--- src/design/dr_pkg.sv ---
// Shared types, register codes and the compact encoder for the difficulty retarget block.
// No dependencies; every other file in the design imports this package.
`default_nettype none
package dr_pkg;

  // Widest target the block supports and the width of a bit position in it.
  localparam int MaxBits = 256;
  localparam int LeadW   = 8;

  // Register indexes on the configuration port (byte address is 8 times the index).
  localparam logic [2:0] RegNoRetarget = 3'd0;
  localparam logic [2:0] RegTimespan   = 3'd1;
  localparam logic [2:0] RegInterval   = 3'd2;
  localparam logic [2:0] RegLimit0     = 3'd3;
  localparam logic [2:0] RegLimit1     = 3'd4;
  localparam logic [2:0] RegLimit2     = 3'd5;
  localparam logic [2:0] RegLimit3     = 3'd6;

  // Configuration values as the datapath sees them.
  typedef struct packed {
    logic        nr;        // return last_bits unchanged
    logic [31:0] tt;        // target timespan, zero taken as one
    logic [15:0] interval;  // adjustment interval
    logic [32:0] lo;        // 92 percent of tt, rounded down
    logic [32:0] hi;        // 116 percent of tt, rounded down
    logic [31:0] lim_bits;  // compact form of the limit
    logic        busy;      // derived values are being recomputed
  } cfg_t;

  // Item fields that ride along the datapath untouched.
  typedef struct packed {
    logic        nr;
    logic        early;
    logic [31:0] bits;
  } side_t;

  // Per-item state handed from one divider cell to the next.
  typedef struct packed {
    side_t             side;
    logic [31:0]       rem;      // partial remainder, always below the divisor
    logic              lead_ok;  // a one has been seen in the quotient
    logic [LeadW-1:0]  lead;     // position of the leading quotient one
    logic              gt;       // quotient is above the limit
    logic              lt;       // quotient is below the limit
  } cell_t;

  // One result item.
  typedef struct packed {
    logic [31:0] bits;
    logic        hit;
  } res_t;

  // Compact encoding of a value whose leading one position is already known.
  function automatic logic [31:0] enc_compact(logic [MaxBits-1:0] v, logic ok,
                                              logic [LeadW-1:0] lead);
    logic [8:0]          nbits;
    logic [5:0]          size;
    logic [MaxBits+23:0] w;
    logic [23:0]         c;
    logic [7:0]          sz8;
    nbits = ok ? ({1'b0, lead} + 9'd1) : 9'd0;
    size  = 6'((nbits + 9'd7) >> 3);
    w     = {v, 24'b0};
    // The three bytes just below the top byte boundary, zero filled from below.
    c     = w[{size, 3'b0} +: 24];
    sz8   = {2'b0, size};
    if (c[23]) begin
      c   = c >> 8;
      sz8 = sz8 + 8'd1;
    end
    return {sz8, c};
  endfunction

endpackage
`default_nettype wire

--- src/design/dr_front.sv ---
// Front pipeline: damped and clamped timespan, mantissa times timespan, shift into place.
// Depends on dr_pkg for cfg_t, side_t and cell_t.
`default_nettype none
module dr_front import dr_pkg::*; #(
  parameter int TB = 256
) (
  input  wire logic          clk_i,
  input  wire logic          rst_ni,
  input  wire logic          adv_i,
  input  wire logic          acc_i,
  input  wire logic [31:0]   last_bits_i,
  input  wire logic [30:0]   last_height_i,
  input  wire logic [31:0]   last_median_time_i,
  input  wire logic [31:0]   first_median_time_i,
  input  wire cfg_t          cfg_i,
  output logic               vld_o,
  output cell_t              dat_o,
  output logic      [TB-1:0] val_o
);

  logic [5:0]         vld_q;
  logic [31:0]        bits0_q, lmt0_q, fmt0_q;
  logic [30:0]        ht0_q;
  side_t              sd1_q, sd2_q, sd3_q, sd4_q, sd5_q;
  logic signed [34:0] x1_q;
  logic signed [35:0] sp2_q;
  logic [32:0]        span3_q;
  logic [22:0]        mant2_q, mant3_q;
  logic [7:0]         sh2_q, sh3_q, sh4_q;
  logic [55:0]        prod4_q;
  logic [TB-1:0]      val5_q;

  side_t              sd1;
  logic signed [34:0] x1;
  logic signed [34:0] q2;
  logic [7:0]         size1;
  logic [4:0]         msft;
  logic [32:0]        span3;

  // Stage 1: elapsed time minus target, and the bypass decisions.
  assign x1 = $signed({3'b0, lmt0_q}) - $signed({3'b0, fmt0_q}) - $signed({3'b0, cfg_i.tt});
  always_comb begin
    sd1.nr    = cfg_i.nr;
    sd1.early = ht0_q < {15'b0, cfg_i.interval};
    sd1.bits  = bits0_q;
  end

  // Stage 2: divide by four rounding toward zero; mantissa pre-shift for small exponents.
  assign q2    = x1_q[34] ? ((x1_q + 35'sd3) >>> 2) : (x1_q >>> 2);
  assign size1 = sd1_q.bits[31:24];
  assign msft  = {2'd3 - size1[1:0], 3'b0};

  // Stage 3: clamp to the bounds.
  always_comb begin
    if (sp2_q < $signed({3'b0, cfg_i.lo})) begin
      span3 = cfg_i.lo;
    end else if (sp2_q > $signed({3'b0, cfg_i.hi})) begin
      span3 = cfg_i.hi;
    end else begin
      span3 = sp2_q[32:0];
    end
  end

  // Valid bits of the six stages.
  always_ff @(posedge clk_i or negedge rst_ni) begin
    if (!rst_ni) begin
      vld_q <= '0;
    end else if (adv_i) begin
      vld_q <= {vld_q[4:0], acc_i};
    end
  end

  // Stage payloads.
  always_ff @(posedge clk_i) begin
    if (adv_i) begin
      if (acc_i) begin
        bits0_q <= last_bits_i;
        ht0_q   <= last_height_i;
        lmt0_q  <= last_median_time_i;
        fmt0_q  <= first_median_time_i;
      end
      sd1_q   <= sd1;
      x1_q    <= x1;
      sd2_q   <= sd1_q;
      sp2_q   <= $signed({4'b0, cfg_i.tt}) + {q2[34], q2};
      mant2_q <= (size1 <= 8'd3) ? (sd1_q.bits[22:0] >> msft) : sd1_q.bits[22:0];
      sh2_q   <= (size1 > 8'd3) ? (size1 - 8'd3) : 8'd0;
      sd3_q   <= sd2_q;
      span3_q <= span3;
      mant3_q <= mant2_q;
      sh3_q   <= sh2_q;
      sd4_q   <= sd3_q;
      prod4_q <= {33'b0, mant3_q} * {23'b0, span3_q};
      sh4_q   <= sh3_q;
      sd5_q   <= sd4_q;
      // Bits shifted past the top of the target are dropped here.
      val5_q  <= TB'(prod4_q) << {sh4_q, 3'b0};
    end
  end

  assign vld_o = vld_q[5];
  assign val_o = val5_q;
  always_comb begin
    dat_o         = '0;
    dat_o.side    = sd5_q;
    dat_o.rem     = 32'd0;
    dat_o.lead_ok = 1'b0;
    dat_o.lead    = '0;
    dat_o.gt      = 1'b0;
    dat_o.lt      = 1'b0;
  end

endmodule
`default_nettype wire

--- config.mk ---
export PLATFORM = sky130hd
export DESIGN_NAME = dr_front
export DESIGN_NICKNAME = d
export VERILOG_FILES = /design/src/design/dr_pkg.sv /design/src/design/dr_front.sv
export SDC_FILE = /design/constraint.sdc
export NUM_CORES = 2
export LEC_CHECK = 0
export BUFFER_PORTS_ARGS = -buffer_cell sky130_fd_sc_hd__buf_2
export CAP_MARGIN = 20
export CORE_ASPECT_RATIO = 1.2
export CORE_MARGIN = 10
export CORE_UTILIZATION = 55
export CTS_CLUSTER_SIZE = 14
export DETAILED_ROUTE_END_ITERATION = 7
export PLACE_DENSITY = 0.78
export SYNTH_ARGS = -nofsm -noshare
export SYNTH_HDL_FRONTEND = slang
export SYNTH_SLANG_ARGS = --single-unit
--- constraint.sdc ---
create_clock -name clk_i -period 6.5 [get_ports clk_i]
set_input_delay 0.65 -clock clk_i [delete_from_list [all_inputs] [get_ports clk_i]]
set_output_delay 0.65 -clock clk_i [all_outputs]
set_load 0.005 [all_outputs]
==> metrics <==
outcome finished, violations left; failing checks setup timing; Startpoint Class register; most frequent cells in the layout 830 x inv_1, 782 x edfxtp_1, 634 x fa_1; Residual DRC 0; CORE AREA around 110000 sq um; die area 124400 sq um; most common cell after layout, fill and taps aside inv_1; die height a little under 400 um; CP Class reg2reg; Congestion Overflow GR 0; GR Util All Layers 26.44%; Post-Synthesis Cell Area 60830 sq um; Hold Path Class in2reg; clock latency on the worst-skew pair 0.70 ns; Slew headroom 22.31%; post-synthesis sequential area ratio 38.85%; # rows between 100 and 150; number of H-tree levels 3; setup tns final -10.57 ns; DP HPWL 130400 um; RSZ-0062 raised after global routing yes; WP data required ~6.9 ns; FF-to-FF Start span3_q[5]; post-layout min period between 7 and 8 ns; largest net degree at the start of global routing around 160; worst hold stages 1; Seq cells post-synth 788; Sink Count roughly 790; Worst Hold Launch last_height_i[28]; Setup WS post-layout -0.5957 ns; Critical Path Max Stage Delay ~0.56 ns; placed inst area between 60000 and 70000 sq um; Avg WL per Cell roughly 21 um; design area roughly 71000 sq um; Reg clk slew, reported paths around 0.060 ns; Max Cap Violations 0; CP arrival about 7.5 ns; CP endpoint kind register; vias in the first global route roughly 47k; Initial Utilization ~55%; Worst R2R Path Depth 26; final setup violation count 29; worst r2r dst prod4_q[54]; Unique masters post-synth 84; antenna viol nets, final 0; flop2flop setup slack -0.60 ns; syn_area_per_cell about 11 sq um; Worst-Margin Slew between 1 and 1.5 ns; I/O Buffers around 540; async set-reset flop share out of synthesis less than 1%; max-slew violations 0; drt first pass iters 6; hold slack around 0.12 ns; Synth warnings 0; Most used DFF post-synth edfxtp_1; Bufs on Longest Clock Path 3; final WL 167000 um; initial antenna violation count 18; Hold Path Sink ht0_q[28]; EDFF count, synth slightly below 800; cell mode on critical path fa_1; vias between 40k and 50k; Final Skew between 0.03 and 0.04 ns; Peak Freq between 100 and 150 MHz; Slowest cell on crit path fa_1; Tcrit/Tclk final 109.2%; TritonCTS clock tree yes; Layout Utilization ~65%; layout cells sized above 1 19.97%; area grow syn2layout 17.41%; Critical path buffers and inverters 8; CTS root buf clkbuf_16; io pins between 600 and 700; TritonCTS buffer count 79; Crit path max-delay family adder cells; Cells after Synth ~5.6k; iteration-0 DRC count of the detailed router ~3.5k; Final nets 7652; DR vias/cell about 5.7; gpl congestion 0.9536; Final Hold Viols 0; width of the die roughly 320 um; first-pass GRT wire length 255800 um; CP Max Fanout 4
## timing repair
item,CTS,global route
gates cloned,5,1
pin swaps,49,95
endpoints found under the hold margin,6,0
hold buffers,1,0
endpoints found under the setup margin,28,37
resized for setup,111,95
setup buffers,39,20
## synth_stat cells (7+ instances only)
cell type	number	area (sq um)
and2_1	372	2327
o21bai_1	25	187.7
mux2_2	42	473.0
xnor2_1	114	998.5
buf_4	46	345.3
a22oi_1	50	375.4
mux2i_1	91	910.9
a211oi_1	16	120.1
xor2_1	47	411.6
o21ai_1	16	80.08
o21a_1	23	172.7
o211ai_1	13	97.59
nor2_1	327	1227
a22o_1	20	175.2
nor3_1	53	265.3
o22ai_1	33	206.5
nor2b_1	56	350.3
edfxtp_1	782	23480
a21oi_1	188	940.9
o31ai_1	9	67.56
nor4_1	10	62.56
nand3_1	57	285.3
buf_1	18	67.56
a222oi_1	7	70.07
clkbuf_1	210	788.3
nand4_1	32	200.2
a31oi_1	19	118.9
inv_1	857	3217
nand2_1	632	2372
nand2b_1	32	200.2
fa_1	651	13030
or3_1	9	56.30
ha_1	359	4492
o21ai_0	127	635.6
and3_1	27	168.9
a21o_1	96	720.7
## layer usage
| layer | track usage [%] | vias up | share of wire, % |
|---|---|---|---|
| met5 | 0 | - | 0.087 |
| met4 | 14.46 | 18 | 6.5 |
| met3 | 4.757 | 585 | 7.5 |
| met2 | 46.93 | 2125 | 51 |
| met1 | 29.89 | 21856 | 35 |
| li1 | - | 19858 | - |
## flip-flops by register name, indices dropped and copies added, names as in the netlist, 8 cells and up
register / count
mant3_q: 23
bits0_q: 32
x1_q: 34
lmt0_q: 32
mant2_q: 23
fmt0_q: 32
sd1_q: 34
sh2_q: 8
dat_o: 34
sh4_q: 8
sp2_q: 36
sd4_q: 34
sh3_q: 8
prod4_q: 56
span3_q: 33
sd2_q: 34
sd3_q: 34
ht0_q: 31
val_o: 256
## worst max-delay path by stage
stage | from | to | slack [ns] | depth (start not counted)
after detailed placement | mant3_q[15] | prod4_q[54] | -0.64 | 23
after global routing | span3_q[7] | prod4_q[54] | -0.80 | 26
after CTS | mant3_q[13] | prod4_q[54] | -0.50 | 25
final | span3_q[5] | prod4_q[54] | -0.60 | 26
after floorplan | mant3_q[18] | prod4_q[54] | -0.14 | 25
after global placement | mant3_q[15] | prod4_q[54] | -0.53 | 23
## per-stage QoR
step	setup slack, ns	cells
2_1_floorplan	-0.1400	5621
3_3_place_gp	-0.5340	7638
3_5_place_dp	-0.6381	7639
4_1_cts	-0.5041	7821
5_1_grt	-0.8004	7839
6_report	-0.5957	7844
## kinds of logic (layout without fill, tap and decap cells)
family          after synthesis  count (layout)  synth area share [%]
fa+ha+maj                  1010            1010                 28.81
other cells                   1              50              0.006165
buf+inv                    1137            1936                 7.313
simple gates               1630            1630                 12.65
mux                         133             133                 2.275
xor+xnor                    161             161                 2.318
flops                       788             788                 38.85
compound gates              719             719                 7.769
## final cells by class
type / count / area, sq um
Inverter: 857 / 3217
Clock buffer: 91 / 2022
Clock inverter: 47 / 625.6
Timing Repair Buffer: 941 / 6429
Sequential cell: 788 / 23630
Fill cell: 8076 / 38250
Tap cell: 1417 / 1773
Multi-Input combinational cell: 3696 / 33700
Antenna cell: 7 / 17.52
Power is left out: the tool's default activity adds up to more than one toggle a clock period on the data nets, which glitch-free logic cannot reach.
