**src/design/dr_pkg.sv**
```systemverilog
// Shared types, register codes and the compact encoder for the difficulty retarget block.
// No dependencies; every other file in the design imports this package.
`default_nettype none
package dr_pkg;

  // Widest target the block supports and the width of a bit position in it.
  localparam int MaxBits = 256;
  localparam int LeadW   = 8;

  // Register indexes on the configuration port (byte address is 8 times the index).
  localparam logic [2:0] RegNoRetarget = 3'd0;
  localparam logic [2:0] RegTimespan   = 3'd1;
  localparam logic [2:0] RegInterval   = 3'd2;
  localparam logic [2:0] RegLimit0     = 3'd3;
  localparam logic [2:0] RegLimit1     = 3'd4;
  localparam logic [2:0] RegLimit2     = 3'd5;
  localparam logic [2:0] RegLimit3     = 3'd6;

  // Configuration values as the datapath sees them.
  typedef struct packed {
    logic        nr;        // return last_bits unchanged
    logic [31:0] tt;        // target timespan, zero taken as one
    logic [15:0] interval;  // adjustment interval
    logic [32:0] lo;        // 92 percent of tt, rounded down
    logic [32:0] hi;        // 116 percent of tt, rounded down
    logic [31:0] lim_bits;  // compact form of the limit
    logic        busy;      // derived values are being recomputed
  } cfg_t;

  // Item fields that ride along the datapath untouched.
  typedef struct packed {
    logic        nr;
    logic        early;
    logic [31:0] bits;
  } side_t;

  // Per-item state handed from one divider cell to the next.
  typedef struct packed {
    side_t             side;
    logic [31:0]       rem;      // partial remainder, always below the divisor
    logic              lead_ok;  // a one has been seen in the quotient
    logic [LeadW-1:0]  lead;     // position of the leading quotient one
    logic              gt;       // quotient is above the limit
    logic              lt;       // quotient is below the limit
  } cell_t;

  // One result item.
  typedef struct packed {
    logic [31:0] bits;
    logic        hit;
  } res_t;

  // Compact encoding of a value whose leading one position is already known.
  function automatic logic [31:0] enc_compact(logic [MaxBits-1:0] v, logic ok,
                                              logic [LeadW-1:0] lead);
    logic [8:0]          nbits;
    logic [5:0]          size;
    logic [MaxBits+23:0] w;
    logic [23:0]         c;
    logic [7:0]          sz8;
    nbits = ok ? ({1'b0, lead} + 9'd1) : 9'd0;
    size  = 6'((nbits + 9'd7) >> 3);
    w     = {v, 24'b0};
    // The three bytes just below the top byte boundary, zero filled from below.
    c     = w[{size, 3'b0} +: 24];
    sz8   = {2'b0, size};
    if (c[23]) begin
      c   = c >> 8;
      sz8 = sz8 + 8'd1;
    end
    return {sz8, c};
  endfunction

endpackage
`default_nettype wire

```
**src/design/dr_cell.sv**
```systemverilog
// One divider cell: one quotient bit, leading-one tracking and limit compare for it.
// Depends on dr_pkg for cell_t.
`default_nettype none
module dr_cell import dr_pkg::*; #(
  parameter int TB  = 256,
  parameter int POS = 255
) (
  input  wire logic          clk_i,
  input  wire logic          rst_ni,
  input  wire logic          adv_i,
  input  wire logic [31:0]   div_i,
  input  wire logic          lim_bit_i,
  input  wire logic          vld_i,
  input  wire cell_t         dat_i,
  input  wire logic [TB-1:0] w_i,
  output logic               vld_o,
  output cell_t              dat_o,
  output logic      [TB-1:0] w_o
);

  logic          vld_q;
  cell_t         dat_q;
  logic [TB-1:0] w_q;
  logic [32:0]   t33;
  logic          qb;
  cell_t         nxt;

  // Restoring step: bring down the next dividend bit, subtract if it fits.
  assign t33 = {dat_i.rem, w_i[TB-1]};
  assign qb  = t33 >= {1'b0, div_i};

  always_comb begin
    nxt     = dat_i;
    nxt.rem = qb ? 32'(t33 - {1'b0, div_i}) : t33[31:0];
    if (qb && !dat_i.lead_ok) begin
      nxt.lead_ok = 1'b1;
      nxt.lead    = LeadW'(POS);
    end
    // Quotient bits arrive from the top, so the first difference decides.
    if (!dat_i.gt && !dat_i.lt) begin
      nxt.gt = qb && !lim_bit_i;
      nxt.lt = !qb && lim_bit_i;
    end
  end

  always_ff @(posedge clk_i or negedge rst_ni) begin
    if (!rst_ni) begin
      vld_q <= 1'b0;
    end else if (adv_i) begin
      vld_q <= vld_i;
    end
  end

  always_ff @(posedge clk_i) begin
    if (adv_i) begin
      dat_q <= nxt;
      w_q   <= {w_i[TB-2:0], qb};
    end
  end

  assign vld_o = vld_q;
  assign dat_o = dat_q;
  assign w_o   = w_q;

endmodule
`default_nettype wire
```
**config.mk**
```make
export PLATFORM = sky130hd
export DESIGN_NAME = dr_cell
export DESIGN_NICKNAME = d
export VERILOG_FILES = /design/src/design/dr_pkg.sv /design/src/design/dr_cell.sv
export SDC_FILE = /design/constraint.sdc
export NUM_CORES = 1
export LEC_CHECK = 0
export ABC_AREA = 1
export BUFFER_PORTS_ARGS = -buffer_cell sky130_fd_sc_hd__buf_4
export CAP_MARGIN = 20
export CORE_AREA = 2 2 272 274
export CTS_BUF_LIST = sky130_fd_sc_hd__clkbuf_8
export CTS_CLUSTER_DIAMETER = 40
export DETAILED_ROUTE_END_ITERATION = 16
export DIE_AREA = 0 0 274 276
export SLEW_MARGIN = 25
export SYNTH_ARGS = -nofsm -noshare
export SYNTH_HDL_FRONTEND = slang
export SYNTH_SLANG_ARGS = --single-unit
```
**constraint.sdc**
```tcl
create_clock -name clk_i -period 2.05 [get_ports clk_i]
set_input_delay 0.41 -clock clk_i [delete_from_list [all_inputs] [get_ports clk_i]]
set_output_delay 0.41 -clock clk_i [all_outputs]
set_load 0.05 [all_outputs]
```
==> results of run 1 <==
layout by cell type, fill, tap and decap left out, drive strengths merged, types with 2 or more instances in the layout:
cell type,instances
nor2,39
nand3,59
a21oi,21
and2,7
o21bai,3
edfxtp,333
clkinvlp,11
dlygate4sd3,300
nor3,9
inv,192
nand4,6
nand2,331
bufinv,9
clkinv,24
xor2,13
diode,9
clkbuf,77
ha,32
nand3b,2
buf,846
logic make-up (layout without fill, tap and decap cells):
kind of cell    Yosys count  after routing
flops                   334            334
buf+inv                 184           1459
simple gates            454            454
mux                       1              1
fa+ha+maj                33             33
xor+xnor                 14             14
other cells               0              9
compound gates           25             25
path summary, 6_finish.rpt:
kind / end / slack (ns)
hold / removal: dat_o[35]$_DFFE_PP_ / 0.07
setup / recovery: dat_o[32]$_DFFE_PP_ / 0.15
max in group asynchronous: vld_o$_DFFE_PN0P_ / 1.87
setup reg to reg: vld_o$_DFFE_PN0P_ / 1.30
hold reg to reg: vld_o$_DFFE_PN0P_ / 0.53
min in group asynchronous: vld_o$_DFFE_PN0P_ / 0.10
power groups by stage:
stage                     Combinational, µW  Clock, µW  Sequential [µW]
after floorplan                         739          0            10600
after global placement                 5370          0             8580
after detailed placement               5380          0             8570
after CTS                              5930       8420             8460
after global routing                   6170       8720             8510
final                                  5880       8170             8460
registers in the layout, summed over array words and instances, names as in the netlist:
name,cells
dat_o,77
vld_o,1
w_o,256
layout make-up:
class,count,area (µm²)
Fill cell,7209,47000
Sequential cell,334,10000
Timing Repair Buffer,1146,9490
Multi-Input combinational cell,527,2580
Tap cell,959,1200
Clock buffer,77,1060
Inverter,175,657
Clock inverter,61,576
Antenna cell,9,22.5
metrics by stage:
step | worst slack, ns | power, µW | hold slack, ns | cells
final | 0.155 | 22500 | 0.0717 | 3288
after global routing | 0.0329 | 23400 | 0.0318 | 3282
after CTS | 0.0731 | 22800 | 0.000344 | 3279
after detailed placement | -0.629 | 13900 | 0.186 | 2841
after global placement | -0.615 | 14000 | 0.186 | 2841
after floorplan | 0.00519 | 11300 | 0.114 | 1045
routing by layer:
layer | wire length [µm] | share of wire (%) | up-vias
li1 | - | - | 5948
met1 | 30900 | 41 | 6196
met2 | 33800 | 45 | 560
met3 | 7860 | 11 | 120
met4 | 2120 | 2.8 | 16
met5 | 102 | 0.14 | -
worst max-delay path, stage by stage:
cell	delay, ns
buf_4	0.11
ha_1	0.40
nand2_1	0.17
nor2_1	0.16
inv_1	0.09
nor3_2	0.25
buf_4	0.17
nand3_1	0.13
nand4_1	0.11
nand2_1	0.12
nand2_1	0.11
nand2_1	0.05
timing repair:
action,4_1_cts,5_1_grt
hold buffers,300,0
hold endpoints to repair,300,0
endpoints found under the setup margin,0,1
resized for setup,0,1
==> reports/results.ini, run 1 <==
[global_route]
grt.total_usage_pct=19.1
antenna_found_initial=30
grt_use_met2_pct=30.1
grt_pass1_wl_um=101000
gr-total-overflow=0
grt_max_degree=87
globalRouteMet3Util_pct=7.30
grt_util_met1_pct=24.0
grt_pass1_vias=13516
grt-busiest-layer=met2

[yosys]
async_flop_share_pct=0.299
synth.distinct_cells=30
syn_area_per_cell_um2=12.7
yosys.area_share.simple_pct=14.1
synth-seq-cells=334
netlist_area_mm2=0.0133
synthesis.nets=1448
synth_edf_count=333
synth.top_cell.area_share_pct=75.1
synth_xor_area_share_pct=0.921
synthAdderAreaFrac_pct=3.16
muxShareOfSynthArea_pct=0.0845
yosys-top-cells-count=edfxtp_1 (333), nand2_1 (327), inv_1 (174)
syn_inst=1045
synthTopCellsByArea=edfxtp_1 (75%), nand2_1 (9.2%), inv_1 (4.9%)
yosysWarnings=0
yosysMostFrequentCell=edfxtp_1
synth_compound_area_share_pct=1.11
yosysTopAreaCell=edfxtp_1
ys.flop_type=edfxtp_1
seq_area_frac_synth_pct=75.3
synth_top_family_by_area=simple AND/OR/NAND/NOR gates

[placement]
place_area_mm2=0.0209
post-dp-hpwl_um=60200
place.gp.congestion=0.931
portBuffers=703

[power_and_ir_drop]
p_leak_uw=0.0119
pwr-share-seq_pct=37.6
p_int_uw=15100
ir_worst_vdd_mv=0.537
pwr-share-clk_pct=36.3
cellPowerDensity_mw_per_mm2=879
power_frac_comb_pct=26.1
p_sw_share_pct=33.1
p_switching_uw=7440

[clock_tree]
post_cts_buffers=0
clk_latency_ns=0.64
clockBufferDepth=3
cts-root-buf=clkbuf_8
clk_pin_slew_ns=0.05
htree_levels=3
cts_tree=yes
cts-buffers-inserted=76
clock-sinks=334

[floorplan]
initial_core_util_pct=18.4
dieWidth_um=274
die_area_mm2=0.0756
die_y_um=276
core_mm2=0.0726
io_pins=704
rows=99

[status]
outcome=finished clean

[route]
vias_per_cell=3.91
drt_iter0_markers=805
drt_pass1_iterations=5
vias=12840
ant_nets=0
drc_errors=0
drt_wl_total_um=74800
wire_per_inst_um=22.7

[worst_setup_path]
cp.arrival_ns=2.27
reg2reg_depth=1
worstReg2RegStart=vld_o$_DFFE_PN0P_
cp.required_ns=2.43
start_kind=primary input
critPathLaunch=dat_i[30]
cp-end-kind=flip-flop
crit_fanout=4
crit_type=in2reg

[finish]
layout-drive-gt1-share_pct=42.1
fin_area_mm2=0.0256
syn_to_final_growth_pct=92.3
utilization_pct=35.3
fin_nets=2663

[timing]
setup_viol=0
grt_setup_unrepaired=false
timing_hold_violations_final=0
worstMarginPinSlew_ns=0.475
final.setup.tns_ns=0
fmax_ghz=0.528
slew_violations=0
fin_worst_skew_ns=0
final.min_clock_period_ns=1.90
slew-limit-headroom_pct=68.3
fin_crit_sh_pct=92.4

[worst_hold_path]
min-delay-start=dat_i[34]
min_path_cells=3
hp-class=in2reg

[job]
drv_cap=0

Power figures use the tool's default switching activity.
==> inputs of run 2 (changes only) <==
CORE_AREA = 2 2 271 273   (was 2 2 272 274)
DIE_AREA = 0 0 273 275   (was 0 0 274 276)
RECOVER_POWER = 25   (was unset)
SLEW_MARGIN = unset   (was 25)
==> reports/results.ini, run 2 (synthesis results as in run 1) <==
[timing]
timing_hold_violations_final=0
slew-limit-headroom_pct=-16.8
fin_worst_skew_ns=0
fin_crit_sh_pct=94.6
fin_ws_ns=0.112
fmax_ghz=0.516
final.min_clock_period_ns=1.94
slew_violations=24
grt_setup_unrepaired=false
setup_viol=0
worstMarginPinSlew_ns=1.75
fin_hold_ws_ns=0.0818
final.setup.tns_ns=0

[global_route]
grt_use_met2_pct=28.3
grt_util_met1_pct=20.5
globalRouteMet3Util_pct=11.6
grt-busiest-layer=met2
grt.total_usage_pct=18.6
grt_max_degree=59
antenna_found_initial=22
grt_pass1_vias=13293
gr-total-overflow=0
grt_pass1_wl_um=96600

[finish]
mostFrequentLayoutCell=buf_4
final_cell_mix=buf_4 (657), edfxtp_1 (333), nand2_1 (326)
multi_input_comb_area_mm2=0.00258
layout-drive-gt1-share_pct=41.2
fillers=7085
syn_to_final_growth_pct=91.0
fin_area_mm2=0.0254
instances_no_fill=3282
layout.area.seq_mm2=0.0100
fin_nets=2653
largest_reg_flops=256

[power_and_ir_drop]
p_leak_uw=0.0118
cellPowerDensity_mw_per_mm2=868
ir_worst_vdd_mv=0.661

[floorplan]
io_pins=704
dieWidth_um=273
initial_core_util_pct=18.4
core_mm2=0.0723
die_area_mm2=0.0751
die_y_um=275
rows=99

[clock_tree]
clock-sinks=334
cts-buffers-inserted=75
clk_pin_slew_ns=0.05
clockBufferDepth=3
htree_levels=3
cts-root-buf=clkbuf_8
clk_latency_ns=0.66
cts_tree=yes

[worst_setup_path]
crit_fanout=28
cp_top_family=buffers and inverters
slowest_delay_ns=1.23
cp.buffers_inverters=2
cp-end-kind=flip-flop
cp.arrival_ns=2.22
cp.required_ns=2.34
start_kind=primary input
crit_type=in2reg
crit_path_cell_trace=clkbuf_1 -> buf_4
cpMaxStageDelayCell=clkbuf_1

[placement]
placed_cells=2830
portBuffers=703
post-dp-hpwl_um=58300
dp_slack_ns=-0.519
place.gp.congestion=0.914
place_area_mm2=0.0209

[status]
outcome=complete, but fails checks
violations=max-capacitance violations, max-slew violations

[job]
drv_cap=1

[route]
vias=12765
drt_pass1_iterations=5
drc_errors=0
drt_wl_total_um=73000
drt_iter0_markers=794
wire_per_inst_um=22.2
vias_per_cell=3.89
ant_nets=0

[worst_hold_path]
hp-class=in2reg

-- run 2: final cells by class --
type | count | area share, %
sequential | 334 | 39.4
tap | 959 | 4.72
multi-input combinational | 527 | 10.1
clock buffer | 75 | 4.06
antenna | 12 | 0.118
inverter | 175 | 2.58
clock inverter | 63 | 2.08
timing repair buffer | 1137 | 36.9
-- run 2: power by group --
group	switching (µW)	internal [µW]	leakage, µW
Clock	3480	4300	0.000841
Sequential	228	8210	0.00327
Combinational	3770	2080	0.00764
-- run 2: repair_timing --
item                                    4_1_cts  5_1_grt
endpoints found under the setup margin        0        1
hold buffers                                302        0
buffers inserted                              0        0
endpoints found under the hold margin       301        0
gates resized for setup                       0        1
-- run 2: layer usage --
layer	part of all wire, %	up-vias
met5	0.12	-
met4	4.2	14
met3	14	145
met2	44	570
met1	37	6089
li1	-	5947
-- run 2: path summary, 6_finish.rpt --
path	from	endpoint	slack [ns]	cells past startpoint
min in group asynchronous	rst_ni	vld_o$_DFFE_PN0P_	0.59	3
max reg2reg	vld_o$_DFFE_PN0P_	vld_o$_DFFE_PN0P_	1.25	1
min	dat_i[10]	dat_o[10]$_SDFFCE_PP1P_	0.08	3
min reg2reg	vld_o$_DFFE_PN0P_	vld_o$_DFFE_PN0P_	0.58	1
max in group asynchronous	rst_ni	vld_o$_DFFE_PN0P_	1.35	3
max	adv_i	w_o[242]$_DFFE_PP_	0.11	2
-- run 2: metrics by stage --
| stage | total power (µW) | utilization, % |
|---|---|---|
| final | 22100 | 35.2 |
| after global routing | 23000 | 35.1 |
| after CTS | 22400 | 35.2 |
| after detailed placement | 13900 | 28.8 |
| after global placement | 13900 | 28.8 |
| after floorplan | 11300 | - |
